<file path="config.mk">
export PLATFORM = sky130hd
export DESIGN_NAME = jjrs_ctrl
export DESIGN_NICKNAME = d
export VERILOG_FILES = /design/src/rtl/core/joint_jog_rate_smoother_unit_macros.svh /design/src/rtl/core/jjrs_pkg.sv /design/src/rtl/core/jjrs_ctrl.sv
export SDC_FILE = /design/constraint.sdc
export NUM_CORES = 1
export LEC_CHECK = 0
export BUFFER_PORTS_ARGS = -buffer_cell sky130_fd_sc_hd__buf_4
export CAP_MARGIN = 20
export CELL_PAD_IN_SITES_DETAIL_PLACEMENT = 0
export CELL_PAD_IN_SITES_GLOBAL_PLACEMENT = 1
export CORE_AREA = 3 3 40 42
export DETAILED_ROUTE_END_ITERATION = 10
export DIE_AREA = 0 0 43 45
export PLACE_DENSITY = 0.54
export RECOVER_POWER = 50
export SYNTH_ARGS = -nofsm -noshare
export SYNTH_HDL_FRONTEND = slang
export SYNTH_SLANG_ARGS = --single-unit
</file>
<file path="constraint.sdc">
create_clock -name clk_i -period 2.93 [get_ports clk_i]
set_input_delay 0.4395 -clock clk_i [delete_from_list [all_inputs] [get_ports clk_i]]
set_output_delay 0.4395 -clock clk_i [all_outputs]
set_load 0.03 [all_outputs]
</file>
<file path="src/rtl/core/joint_jog_rate_smoother_unit_macros.svh">
// assertion macros for the joint jog rate smoother
// expects clk_i and rst_ni in the scope of use
`ifndef JOINT_JOG_RATE_SMOOTHER_UNIT_MACROS_SVH
`define JOINT_JOG_RATE_SMOOTHER_UNIT_MACROS_SVH

// same-cycle implication
`define JJRS_ASSERT_IMP(name, ante, cons, msg) \
  name: assert property (@(posedge clk_i) disable iff (!rst_ni) (ante) |-> (cons)) \
    else $error(msg);

// next-cycle implication
`define JJRS_ASSERT_NXT(name, ante, cons, msg) \
  name: assert property (@(posedge clk_i) disable iff (!rst_ni) (ante) |=> (cons)) \
    else $error(msg);

`endif

</file>
<file path="src/rtl/core/jjrs_pkg.sv">
// joint jog rate smoother package: word types, command struct, constants
// and the rounding and saturation helpers; no dependencies
package jjrs_pkg;

  localparam int unsigned NUM_AXES = 6;
  localparam int unsigned RAW_W    = 10;
  localparam int unsigned K_W      = 33;
  localparam int unsigned PROD_W   = RAW_W + K_W + 1;
  localparam int unsigned J5_W     = PROD_W + 17;
  localparam int unsigned DIFF_W   = 33;
  localparam int unsigned FILT_W   = DIFF_W + 18;
  localparam int unsigned CFG_IDX_W = 2;
  localparam int unsigned CFG_DATA_W = 24;

  localparam logic signed [7:0]       DEAD_BAND        = 8'sd10;
  localparam logic signed [16:0]      SEVEN_TENTHS_Q16 = 17'sd45875;
  localparam logic signed [RAW_W-1:0] BUMPER_SCALE     = 10'sd100;
  localparam logic [16:0]             ONE_Q16          = 17'h10000;

  localparam logic [CFG_IDX_W-1:0] CFG_SENSITIVITY = 2'd0;
  localparam logic [CFG_IDX_W-1:0] CFG_RATE_LIMIT  = 2'd1;
  localparam logic [CFG_IDX_W-1:0] CFG_SMOOTHING   = 2'd2;

  localparam logic [2:0] LOCK_ALL = 3'd0;

  localparam logic [23:0] SENS_RESET   = 24'd65536;
  localparam logic [23:0] LIMIT_RESET  = 24'd65536;
  localparam logic [16:0] SMOOTH_RESET = 17'd6554;

  localparam logic signed [63:0] SAT_MAX = 64'sd2147483647;
  localparam logic signed [63:0] SAT_MIN = -64'sd2147483648;

  typedef struct packed {
    logic signed [7:0] left_x;
    logic signed [7:0] left_y;
    logic signed [7:0] right_x;
    logic signed [7:0] right_y;
    logic [6:0]        left_trigger;
    logic [6:0]        right_trigger;
    logic              left_bumper;
    logic              right_bumper;
    logic [2:0]        lock_select;
  } jjrs_in_t;

  typedef struct packed {
    logic signed [31:0] joint1_rate;
    logic signed [31:0] joint2_rate;
    logic signed [31:0] joint3_rate;
    logic signed [31:0] joint4_rate;
    logic signed [31:0] joint5_rate;
    logic signed [31:0] joint6_rate;
  } jjrs_out_t;

  typedef struct packed {
    logic capture;
    logic k_load;
    logic tgt_load;
    logic j5_load;
    logic clamp_load;
    logic flt_load;
    logic upd_load;
  } jjrs_cmd_t;

  // shift right by 16, nearest, ties away from zero
  function automatic logic signed [63:0] rnd16(input logic signed [63:0] x);
    logic signed [63:0] b;
    b = x + (x[63] ? 64'sd32767 : 64'sd32768);
    return b >>> 16;
  endfunction

  function automatic logic signed [31:0] sat32(input logic signed [63:0] x);
    logic signed [31:0] r;
    if (x > SAT_MAX) begin
      r = 32'sh7fffffff;
    end else if (x < SAT_MIN) begin
      r = 32'sh80000000;
    end else begin
      r = x[31:0];
    end
    return r;
  endfunction

endpackage

</file>
<file path="src/rtl/core/jjrs_ctrl.sv">
// sequencer for the smoother: steps one sample through gain, target, scale,
// clamp, filter and update, and owns the result valid flag; uses jjrs_pkg
module jjrs_ctrl import jjrs_pkg::*; (
  input  logic      clk_i,
  input  logic      rst_ni,
  input  logic      in_valid_i,
  input  logic      out_ready_i,
  output logic      in_ready_o,
  output logic      out_valid_o,
  output jjrs_cmd_t cmd_o
);

  localparam logic [2:0] ST_IDLE   = 3'd0;
  localparam logic [2:0] ST_KGAIN  = 3'd1;
  localparam logic [2:0] ST_TARGET = 3'd2;
  localparam logic [2:0] ST_SCALE  = 3'd3;
  localparam logic [2:0] ST_CLAMP  = 3'd4;
  localparam logic [2:0] ST_FILTER = 3'd5;
  localparam logic [2:0] ST_UPDATE = 3'd6;

  logic [2:0] state_q, state_d;
  logic       out_valid_q, out_valid_d;
  logic       out_busy;

  assign out_busy = out_valid_q && !out_ready_i;

  always_comb begin
    state_d     = state_q;
    out_valid_d = out_busy;
    cmd_o       = '0;
    unique case (state_q)
      ST_IDLE: begin
        if (in_valid_i) begin
          cmd_o.capture = 1'b1;
          state_d       = ST_KGAIN;
        end
      end
      ST_KGAIN: begin
        cmd_o.k_load = 1'b1;
        state_d      = ST_TARGET;
      end
      ST_TARGET: begin
        cmd_o.tgt_load = 1'b1;
        state_d        = ST_SCALE;
      end
      ST_SCALE: begin
        cmd_o.j5_load = 1'b1;
        state_d       = ST_CLAMP;
      end
      ST_CLAMP: begin
        cmd_o.clamp_load = 1'b1;
        state_d          = ST_FILTER;
      end
      ST_FILTER: begin
        cmd_o.flt_load = 1'b1;
        state_d        = ST_UPDATE;
      end
      ST_UPDATE: begin
        if (!out_busy) begin
          cmd_o.upd_load = 1'b1;
          out_valid_d    = 1'b1;
          state_d        = ST_IDLE;
        end
      end
      default: begin
        state_d = ST_IDLE;
      end
    endcase
  end

  always_ff @(posedge clk_i or negedge rst_ni) begin
    if (!rst_ni) begin
      state_q     <= ST_IDLE;
      out_valid_q <= 1'b0;
    end else begin
      state_q     <= state_d;
      out_valid_q <= out_valid_d;
    end
  end

  assign in_ready_o  = (state_q == ST_IDLE);
  assign out_valid_o = out_valid_q;

endmodule

</file>
# After elaboration in Yosys (flattened, before gate mapping)
# Cells that the tools add are included.
[word_totals]
elab_cells = 27
reg_bits = 4
output_inout_bits = 9
mem_bits_rw = 0
inputBits = 4
latchBits = 0
rom_bits = 0
memories = 0
[op_classes]
div_mod_pow = 0
addsub = 0
n_mux = 13
magnitude_cmp = 0
shifts = 0
n_eq_ne = 8
n_reduce_logical = 4
multipliers = 0
bitwise_logic = 0
[ops]
columns = ["op", "n"]
rows = [
  ["3-bit one-hot mux with 7 select lines", 1],
  ["1-bit 2-to-1 mux", 10],
  ["3-bit == test, second input constant", 3],
  ["3-bit by 2-bit == test with 1-bit output, second input constant", 2],
  ["3-bit 2-to-1 mux", 2],
  ["2-bit != test, second input constant", 2],
  ["3-bit by 1-bit == test with 1-bit output, second input constant", 1],
  ["3-bit logical NOT", 1],
  ["2-bit AND reduction", 1],
  ["1-bit logical AND", 1],
  ["1-bit logical NOT", 1],
]

# Depth between registers and ports, before layout
# Gate-level depths: netlist of the first run.
[logic_depth]
ltp_word = 4
depth_mapped = 4
mapped_depth_nobuf = 3

# Worst setup path after synthesis of the first run
# OpenSTA, ideal clock, no wires.
[synth_path]
kind = "register -> output"
from = "reg state_q[0]"
to = "out cmd_o[6] (netlist bit)"
arrival_time_ns = 1.347
required_ns = 2.491
setup_slack_ns = 1.143
n_path_buf = 1
stages_incl_launch_ff = 4
cell_sequence = "dfrtp_1 -> buf_4 -> nor3_2 -> and2_1"
[synth_rtl]
columns = ["item", "line_no", "source"]
rows = [
  ["start, declared", "jjrs_ctrl.sv:21", "logic [2:0] state_q, state_d;"],
  ["start signal, assigned", "jjrs_ctrl.sv:76", "state_q <= state_d;"],
  ["end, declared", "jjrs_ctrl.sv:10", "output jjrs_cmd_t cmd_o"],
]

==> run_results.csv, run 1 <==
group,metric,value,unit
outcome,outcome,"finished, final reports clean",
placed_design,io_buffers,12,
route,finalWirelength,592,um
timing,whs,527.1,ps
placed_design,place_area,334.1,um2
placed_design,hpwl,415.8,um
route,ant_nets,0,
global_route,grt_remaining_overflow,0,
route,wl_per_cell,10.57,um
power,power_density,1350,nW/um2
worst_setup_path,worstRegToRegCells,3,
die,io_pins,13,
synthesis,synthTopCellsByArea,"dfrtp_1, buf_4, nand2_1",
clock_tree,cts_tree,"done",
worst_setup_path,path_class,"reg2out",
finish,finalInstanceArea,362.8,um2
synthesis,synthCells,28,
finish,syn2layout_area_growth,44.28,%
power,p_leak,0.1789,nW
worst_setup_path,reg2reg_slack,1860,ps
die,dieHeight,45,um
timing,timing.final.ws_setup,1223,ps
placed_design,dp.cells,52,
synthesis,synth-seq-area-share,39.80,%
synthesis,synth_edf_count,0,
global_route,grt_max_degree,13,
die,fp.dieArea,1935,um2
power,worst_ir_drop_vdd,0.3820,mV
route,drt-initial-drc-count,7,
global_route,grt_pass1_vias,223,
route,dr.pass1.iters,4,
job,max_cap_viol_count,0,
min_path,hold_path_class,"in2reg",
die,start_util,19.57,%
timing,tightestPinTransition,375.9,ps
route,viasPerCell,4.393,
clock_tree,cts_max_level,1,
synthesis,synthDominantCellAreaShare,39.80,%
route,drc,0,
global_route,antenna_found_initial,0,
finish,fin_util,28.24,%
placed_design,gp_congestion,0.6762,
finish,drive_above_1_share,39.02,%
synthesis,synth_seq_cells,4,
timing,slew_viol_final,0,
timing,relSlewSlack,74.94,%
global_route,grt_pass1_wl,903,um
worst_setup_path,critPathCaptureType,"output port",
clock_tree,insertion_delay,230,ps
timing,finalHoldViolations,0,
placed_design,dp_slack,1465,ps
synthesis,synth_nets,32,
clock_tree,clk_pin_slew_worst_paths,40,ps
timing,skew,0.1766,ps
timing,setup_viol,0,
clock_tree,cts_setup_buffers,0,
clock_tree,cts_root_buf,"clkbuf_4",
timing,fin_tns_setup,0,ps
min_path,holdPathStages,3,
timing,min_period,1707,ps
clock_tree,clockBufferDepth,2,
finish,diodes,0,
synthesis,ys_types,18,
worst_setup_path,critPathLaunchType,"flop",
global_route,track_usage,6.689,%
power,p_total,489.8,uW
synthesis,syn_area,251.5,um2
worst_setup_path,required,2490,ps
synthesis,ys_warn_count,0,
die,fp.coreArea,1285,um2
finish,fin_nets,47,
timing,period_share,58.25,%
worst_setup_path,worstReg2RegEnd,"state_q[1]",
synthesis,syn_area_per_cell,8.982,um2
worst_setup_path,path_max_fanout,12,
min_path,min_to,"out_valid_o",
worst_setup_path,r2r_start,"state_q[1]",
synthesis,synthArstFlopShare,100.0,%
timing,grt_setup_unrepaired,"false",
route,vias,246,
clock_tree,cts.sinks,4,
finish,stdcell_count,56,
synthesis,yosys.area.top_type,"dfrtp_1",
worst_setup_path,cp.arrival,1270,ps
clock_tree,numCtsBuffers,3,
die,fp.dieW,43,um
die,placementRows,13,
timing,fmax,585.9,MHz
synthesis,ys.flop_type,"dfrtp_1",
synthesis,synth_common_cells,"dfrtp_1, nand2_1",
min_path,hold_start,"out_ready_i",
cell usage in the layout (no fill, tap or decap), types with 2 or more instances in the layout:
cell type,instances
buf_4,11
nand2_1,4
dfrtp_1,4
clkbuf_4,3
nor2_1,2
nor3_1,2
a21oi_1,2
cell families after synthesis:
kind of cell / share of synthesized area (%)
simple gates: 32.84
flops: 39.80
compound gates: 15.42
buf+inv: 11.94
worst max-delay path: stages, from the launching register on:
cell	delay (ps)
dfrtp_1	500
nor3_2	240
and2_1	140
buf_4	150
layer usage:
metal	vias to the layer above	GRT usage, %	share of wire [%]
li1	120	-	-
met5	-	0	0
met2	10	8.683	46
met4	0	9.036	2.5
met3	2	1.594	6.3
met1	114	7.805	45
sequential cells by signal, indices dropped and copies added (netlist names):
signal and cells:
out_valid_o 1, state_q 3
timing repair:
action                                  in CTS  in global routing
hold endpoints to repair                     4                  0
endpoints found under the setup margin       0                  0
gates resized for setup                      0                  0
hold buffers                                 1                  0
area by class of cell:
class                      count  area (um2)
inverter                       1       3.754
tap                           15       18.77
fill                         152       922.1
clock buffer                   3       22.52
sequential                     4       100.1
timing repair buffer          13       96.34
multi-input combinational     20       121.4
worst max-delay path by stage:
stage           startpoint  endpoint  slack (ps)  cells past startpoint
2_1_floorplan   state_q[0]  cmd_o[6]        1140                      3
3_3_place_gp   out_ready_i  cmd_o[0]        1460                      4
3_5_place_dp   out_ready_i  cmd_o[0]        1460                      4
4_1_cts         state_q[2]  cmd_o[6]        1210                      3
5_1_grt         state_q[2]  cmd_o[0]        1110                      3
6_report        state_q[2]  cmd_o[6]        1220                      3
report_power, final:
part	leakage, nW	internal (mW)	total (mW)	switching (mW)
Clock	0.0138	0.0458	0.0678	0.0221
Sequential	0.0497	0.0831	0.149	0.0662
Combinational	0.115	0.111	0.273	0.161
Power figures use the tool's default switching activity.
==> run 2: changes to the inputs <==
Clock period 2.93 ns to 1.7 ns, I/O delays scaled along.
==> run 2 against run 1 <==
- non-clock buffer count is the same
- setup slack worse by 1000 ps
- utilization shrank 0.29 points
- first-iteration DRC count shrank 71%
- sequential share of layout area up 0.29 points
- final cell count stayed put
- global-route usage decreased by 0.33 points
- worst hold slack got worse by 160 ps
- critical path depth is the same
- critical path type unchanged
- critical endpoint unchanged
==> run_results.csv, run 2 (synthesized netlist as in run 1, its figures left out) <==
group,metric,value,unit
worst_setup_path,crit_buf_inv,1,
timing,fin_tns_setup,0,ps
timing,setup_viol,0,
worst_setup_path,path_delay_family,"flip-flops",
clock_tree,cts.sinks,4,
worst_setup_path,cpPeakStageDelay,500,ps
worst_setup_path,path_max_fanout,12,
die,start_util,19.57,%
global_route,grt_pass1_vias,202,
timing,period_share,89.07,%
finish,fin_nets,47,
global_route,antenna_found_initial,0,
min_path,hold_path_class,"in2reg",
die,io_pins,13,
clock_tree,cts_tree,"done",
route,viasPerCell,4.089,
worst_setup_path,critPathCaptureType,"output port",
clock_tree,clockBufferDepth,2,
timing,grt_setup_unrepaired,"false",
route,vias,229,
worst_setup_path,r2r_start,"state_q[1]",
finish,largest_register,"state_q",
route,drt-initial-drc-count,2,
power,p_leak,0.1742,nW
global_route,track_usage,6.355,%
job,max_cap_viol_count,0,
power,power_density,2314,nW/um2
finish,stdcell_count,56,
worst_setup_path,crit_end,"cmd_o[6]",
worst_setup_path,crit_start,"state_q[2]",
finish,syn2layout_area_growth,42.79,%
outcome,outcome,"finished, final reports clean",
route,ant_nets,0,
power,worst_ir_drop_vdd,0.6130,mV
global_route,grt_pass1_wl,883,um
worst_setup_path,critPathLaunchType,"flop",
timing,slew_viol_final,0,
clock_tree,insertion_delay,230,ps
worst_setup_path,worstRegToRegCells,3,
placed_design,dp.cells,52,
placed_design,gp_congestion,0.6726,
finish,final_common_cell,"buf_4",
worst_setup_path,cp.arrival,1260,ps
die,fp.dieArea,1935,um2
die,fp.coreArea,1285,um2
global_route,grt_max_degree,13,
worst_setup_path,crit_chain,"nor3_2, and2_1, buf_4",
finish,largest_reg_flops,3,
die,fp.dieW,43,um
finish,seq_area,100.1,um2
worst_setup_path,cp.depth,3,
finish,fin_util,27.95,%
route,drc,0,
route,wl_per_cell,9.893,um
die,dieHeight,45,um
clock_tree,cts_resized,0,
clock_tree,clk_pin_slew_worst_paths,30,ps
route,dr.pass1.iters,2,
finish,drive_above_1_share,39.02,%
clock_tree,numCtsBuffers,3,
route,finalWirelength,554,um
worst_setup_path,worstReg2RegEnd,"state_q[1]",
worst_setup_path,reg2reg_slack,670,ps
worst_setup_path,required,1440,ps
finish,diodes,0,
clock_tree,cts_root_buf,"clkbuf_4",
finish,multi_input_area,121.4,um2
timing,fmax,660.4,MHz
timing,min_period,1514,ps
global_route,grt_remaining_overflow,0,
die,placementRows,13,
finish,fill_cells,158,
finish,layout_common_cells,"buf_4, nand2_1, dfrtp_1",
timing,finalHoldViolations,0,
timing,relSlewSlack,75.75,%
min_path,holdPathStages,3,
clock_tree,cts_max_level,1,
timing,skew,0.5795,ps
worst_setup_path,cp_slowest_cell,"dfrtp_1",
placed_design,io_buffers,12,
timing,tightestPinTransition,363.8,ps
worst_setup_path,path_class,"reg2out",
## run 2: changes by cell type in the layout (fill, tap and decap cells not counted), sizes merged
cell	delta
buf	-1
clkbuf	+1
## run 2: layout make-up
| type | instances | share of cell area, % |
|---|---|---|
| inverters | 1 | 1.045 |
| clock buffers | 3 | 6.272 |
| well taps | 15 | 5.226 |
| flip-flops and latches | 4 | 27.87 |
| repair buffers | 13 | 25.78 |
| multi-input cells | 20 | 33.80 |
## run 2: worst reg2reg max path: stages (launching register included)
cell and delay, ps:
dfrtp_1 530, inv_2 100, a211o_1 270, nand2_1 70
## run 2: report_power, final
group          total [mW]  switching, mW  internal (mW)  leakage, nW
clock network       0.112         0.0338         0.0786       0.0138
logic               0.459          0.277          0.182        0.111
registers           0.259          0.116          0.143       0.0497
total               0.831          0.427          0.404        0.174
## run 2: worst min path at each step
stage | from | to | slack (ps)
floorplan | rst_ni | out_valid_o | -40
global placement | rst_ni | state_q[0] | 50
detailed placement | rst_ni | state_q[0] | 50
CTS | rst_ni | out_valid_o | 360
global route | out_ready_i | out_valid_o | 380
finish | out_ready_i | out_valid_o | 370
## run 2: what timing repair did
action | in CTS | in global routing
setup buffers | 0 | 0
hold buffers | 1 | 0
hold endpoints to repair | 4 | 0
## run 2: routing by layer
metal / up-vias / wire length (um) / track usage, %
li1: 121 / - / -
met4: 0 / 0 / 5.422
met5: - / 0 / 0
met1: 102 / 255 / 7.561
met2: 6 / 258 / 8.383
met3: 0 / 41 / 3.187
## run 2: metrics by stage
stage	cell area [um2]	total power [mW]	worst slack [ps]	hold WS (ps)
after floorplan	251.5	0.6131	97.98	-40.59
after global placement	334.1	0.7252	440.0	51.89
after detailed placement	334.1	0.7341	411.0	51.81
after CTS	366.6	0.8561	160.0	358.2
after global routing	359.1	0.8949	77.98	384.3
final	359.1	0.8309	185.8	368.6
==> run 3: changes to the inputs <==
Settings changed: CORE_AREA 3 3 40 42 to 2 2 39 41, CTS_CLUSTER_SIZE set to 14, DIE_AREA 0 0 43 45 to 0 0 41 43.
==> run 3 against run 2 <==
- first-iteration DRC count rose by 50%
- fmax barely moved
- cell area rose by 0.35%
- non-clock buffer count did not move
- highest routed layer unchanged
- via count rose by 5.2%
- power fell by 0.23%
- flip-flop and latch count did not move
- combinational power barely moved
- largest power group unchanged
- clock skew rose by 1.6 ps
- routed wire length did not move
- clock power barely moved
- die area fell by 8.9%
==> run_results.csv, run 3 (synthesized netlist as in run 1, its figures left out) <==
group,metric,value,unit
route,vias,241,
worst_setup_path,path_max_fanout,11,
worst_setup_path,path_class,"reg2out",
clock_tree,numCtsBuffers,3,
power,p_total,829.0,uW
power,worst_ir_drop_vdd,0.6899,mV
route,wl_met1,247,um
timing,relSlewSlack,76.20,%
finish,syn2layout_area_growth,43.28,%
die,fp.dieW,41,um
job,max_cap_viol_count,0,
timing,fin_tns_setup,0,ps
clock_tree,cts_max_level,1,
global_route,grt_max_degree,13,
worst_setup_path,critPathCaptureType,"output port",
route,wl_per_cell,9.719,um
global_route,grt_remaining_overflow,0,
worst_setup_path,reg2reg_slack,690,ps
die,dieHeight,43,um
placed_design,hpwl,406.8,um
outcome,outcome,"finished, final reports clean",
clock_tree,clk_pin_slew_worst_paths,40,ps
worst_setup_path,cp.arrival,1260,ps
route,finalWirelength,554,um
finish,diodes,0,
worst_setup_path,r2r_start,"state_q[1]",
route,wl_met2,255,um
timing,setup_viol,0,
route,ant_nets,0,
timing,grt_setup_unrepaired,"false",
finish,largest_reg_flops,3,
timing,min_period,1513,ps
placed_design,io_buffers,12,
worst_setup_path,critPathLaunchType,"flop",
die,fp.coreArea,1384,um2
clock_tree,cts_tree,"done",
finish,final_common_cell,"buf_4",
clock_tree,cts.sinks,4,
worst_setup_path,required,1440,ps
worst_setup_path,worstReg2RegEnd,"state_q[1]",
timing,tightestPinTransition,357.0,ps
timing,finalHoldViolations,0,
clock_tree,insertion_delay,230,ps
route,wl_met3,51,um
global_route,grt_pass1_wl,1.014,mm
clock_tree,cts_root_buf,"clkbuf_4",
die,start_util,18.17,%
route,dr.pass1.iters,3,
finish,layout_common_cells,"buf_4, nand2_1, dfrtp_1",
route,top_layer,"met3",
timing,skew,2.185,ps
global_route,track_usage,8.569,%
route,drc,0,
min_path,holdPathStages,3,
timing,period_share,89.00,%
timing,slew_viol_final,0,
die,fp.dieArea,1763,um2
clock_tree,clockBufferDepth,2,
finish,drive_above_1_share,39.02,%
placed_design,gp_congestion,0.6529,
worst_setup_path,worstRegToRegCells,3,
global_route,grt_pass1_vias,241,
finish,largest_register,"state_q",
die,io_pins,13,
placed_design,dp_slack,417.1,ps
finish,fin_nets,47,
global_route,antenna_found_initial,0,
timing,fmax,661.0,MHz
worst_setup_path,crit_start,"state_q[0]",
route,drt-initial-drc-count,3,
min_path,hold_path_class,"in2reg",
power,p_leak,0.1742,nW
die,placementRows,14,
worst_setup_path,crit_end,"cmd_o[0]",
min_path,hold_start,"out_ready_i",
route,viasPerCell,4.228,
timing,timing.final.ws_setup,187.1,ps
power,power_density,2300,nW/um2
## run 3: per-layer routing
layer / GRT usage, % / vias up
met5: 0 / -
met4: 2.000 / 0
met3: 6.283 / 0
met2: 11.56 / 9
met1: 10.75 / 111
li1: - / 121
## run 3: power breakdown
| part | switching [mW] | internal [mW] | leakage [nW] |
|---|---|---|---|
| sequential | 0.114 | 0.143 | 0.0497 |
| combinational | 0.276 | 0.182 | 0.111 |
| clock | 0.0349 | 0.0787 | 0.0138 |
## run 3: layout make-up
class / count / area (um2)
fill: 166 / 1023
inverter: 1 / 3.754
sequential: 4 / 100.1
tap: 16 / 20.02
clock buffer: 3 / 22.52
multi-input combinational: 20 / 121.4
timing repair buffer: 13 / 92.59
## run 3: how the worst min path moves through the flow
stage / to / slack (ps)
2_1_floorplan: out_valid_o / -40
3_3_place_gp: out_valid_o / 50
3_5_place_dp: out_valid_o / 50
4_1_cts: out_valid_o / 340
5_1_grt: out_valid_o / 390
6_report: out_valid_o / 360
## run 3: worst max-delay path: stages, from the launching register on
cell      delay, ps
dfrtp_1         490
nand3b_1        240
nor2b_1         130
buf_4           170
## run 3: timing repair
| item | CTS | global route |
|---|---|---|
| resized for setup | 0 | 0 |
| hold endpoints to repair | 4 | 0 |
| buffers inserted | 0 | 0 |
| hold buffers | 1 | 0 |
| endpoints found under the setup margin | 0 | 0 |
## run 3: per-stage QoR
step | instance area (um2) | hold WS (ps) | utilization, % | instances
2_1_floorplan | 251.5 | -40.59 | - | 28
3_3_place_gp | 335.3 | 51.24 | 24.23 | 53
3_5_place_dp | 335.3 | 53.50 | 24.23 | 53
4_1_cts | 367.9 | 344.9 | 26.58 | 57
5_1_grt | 360.3 | 391.2 | 26.04 | 57
6_report | 360.3 | 361.7 | 26.04 | 57
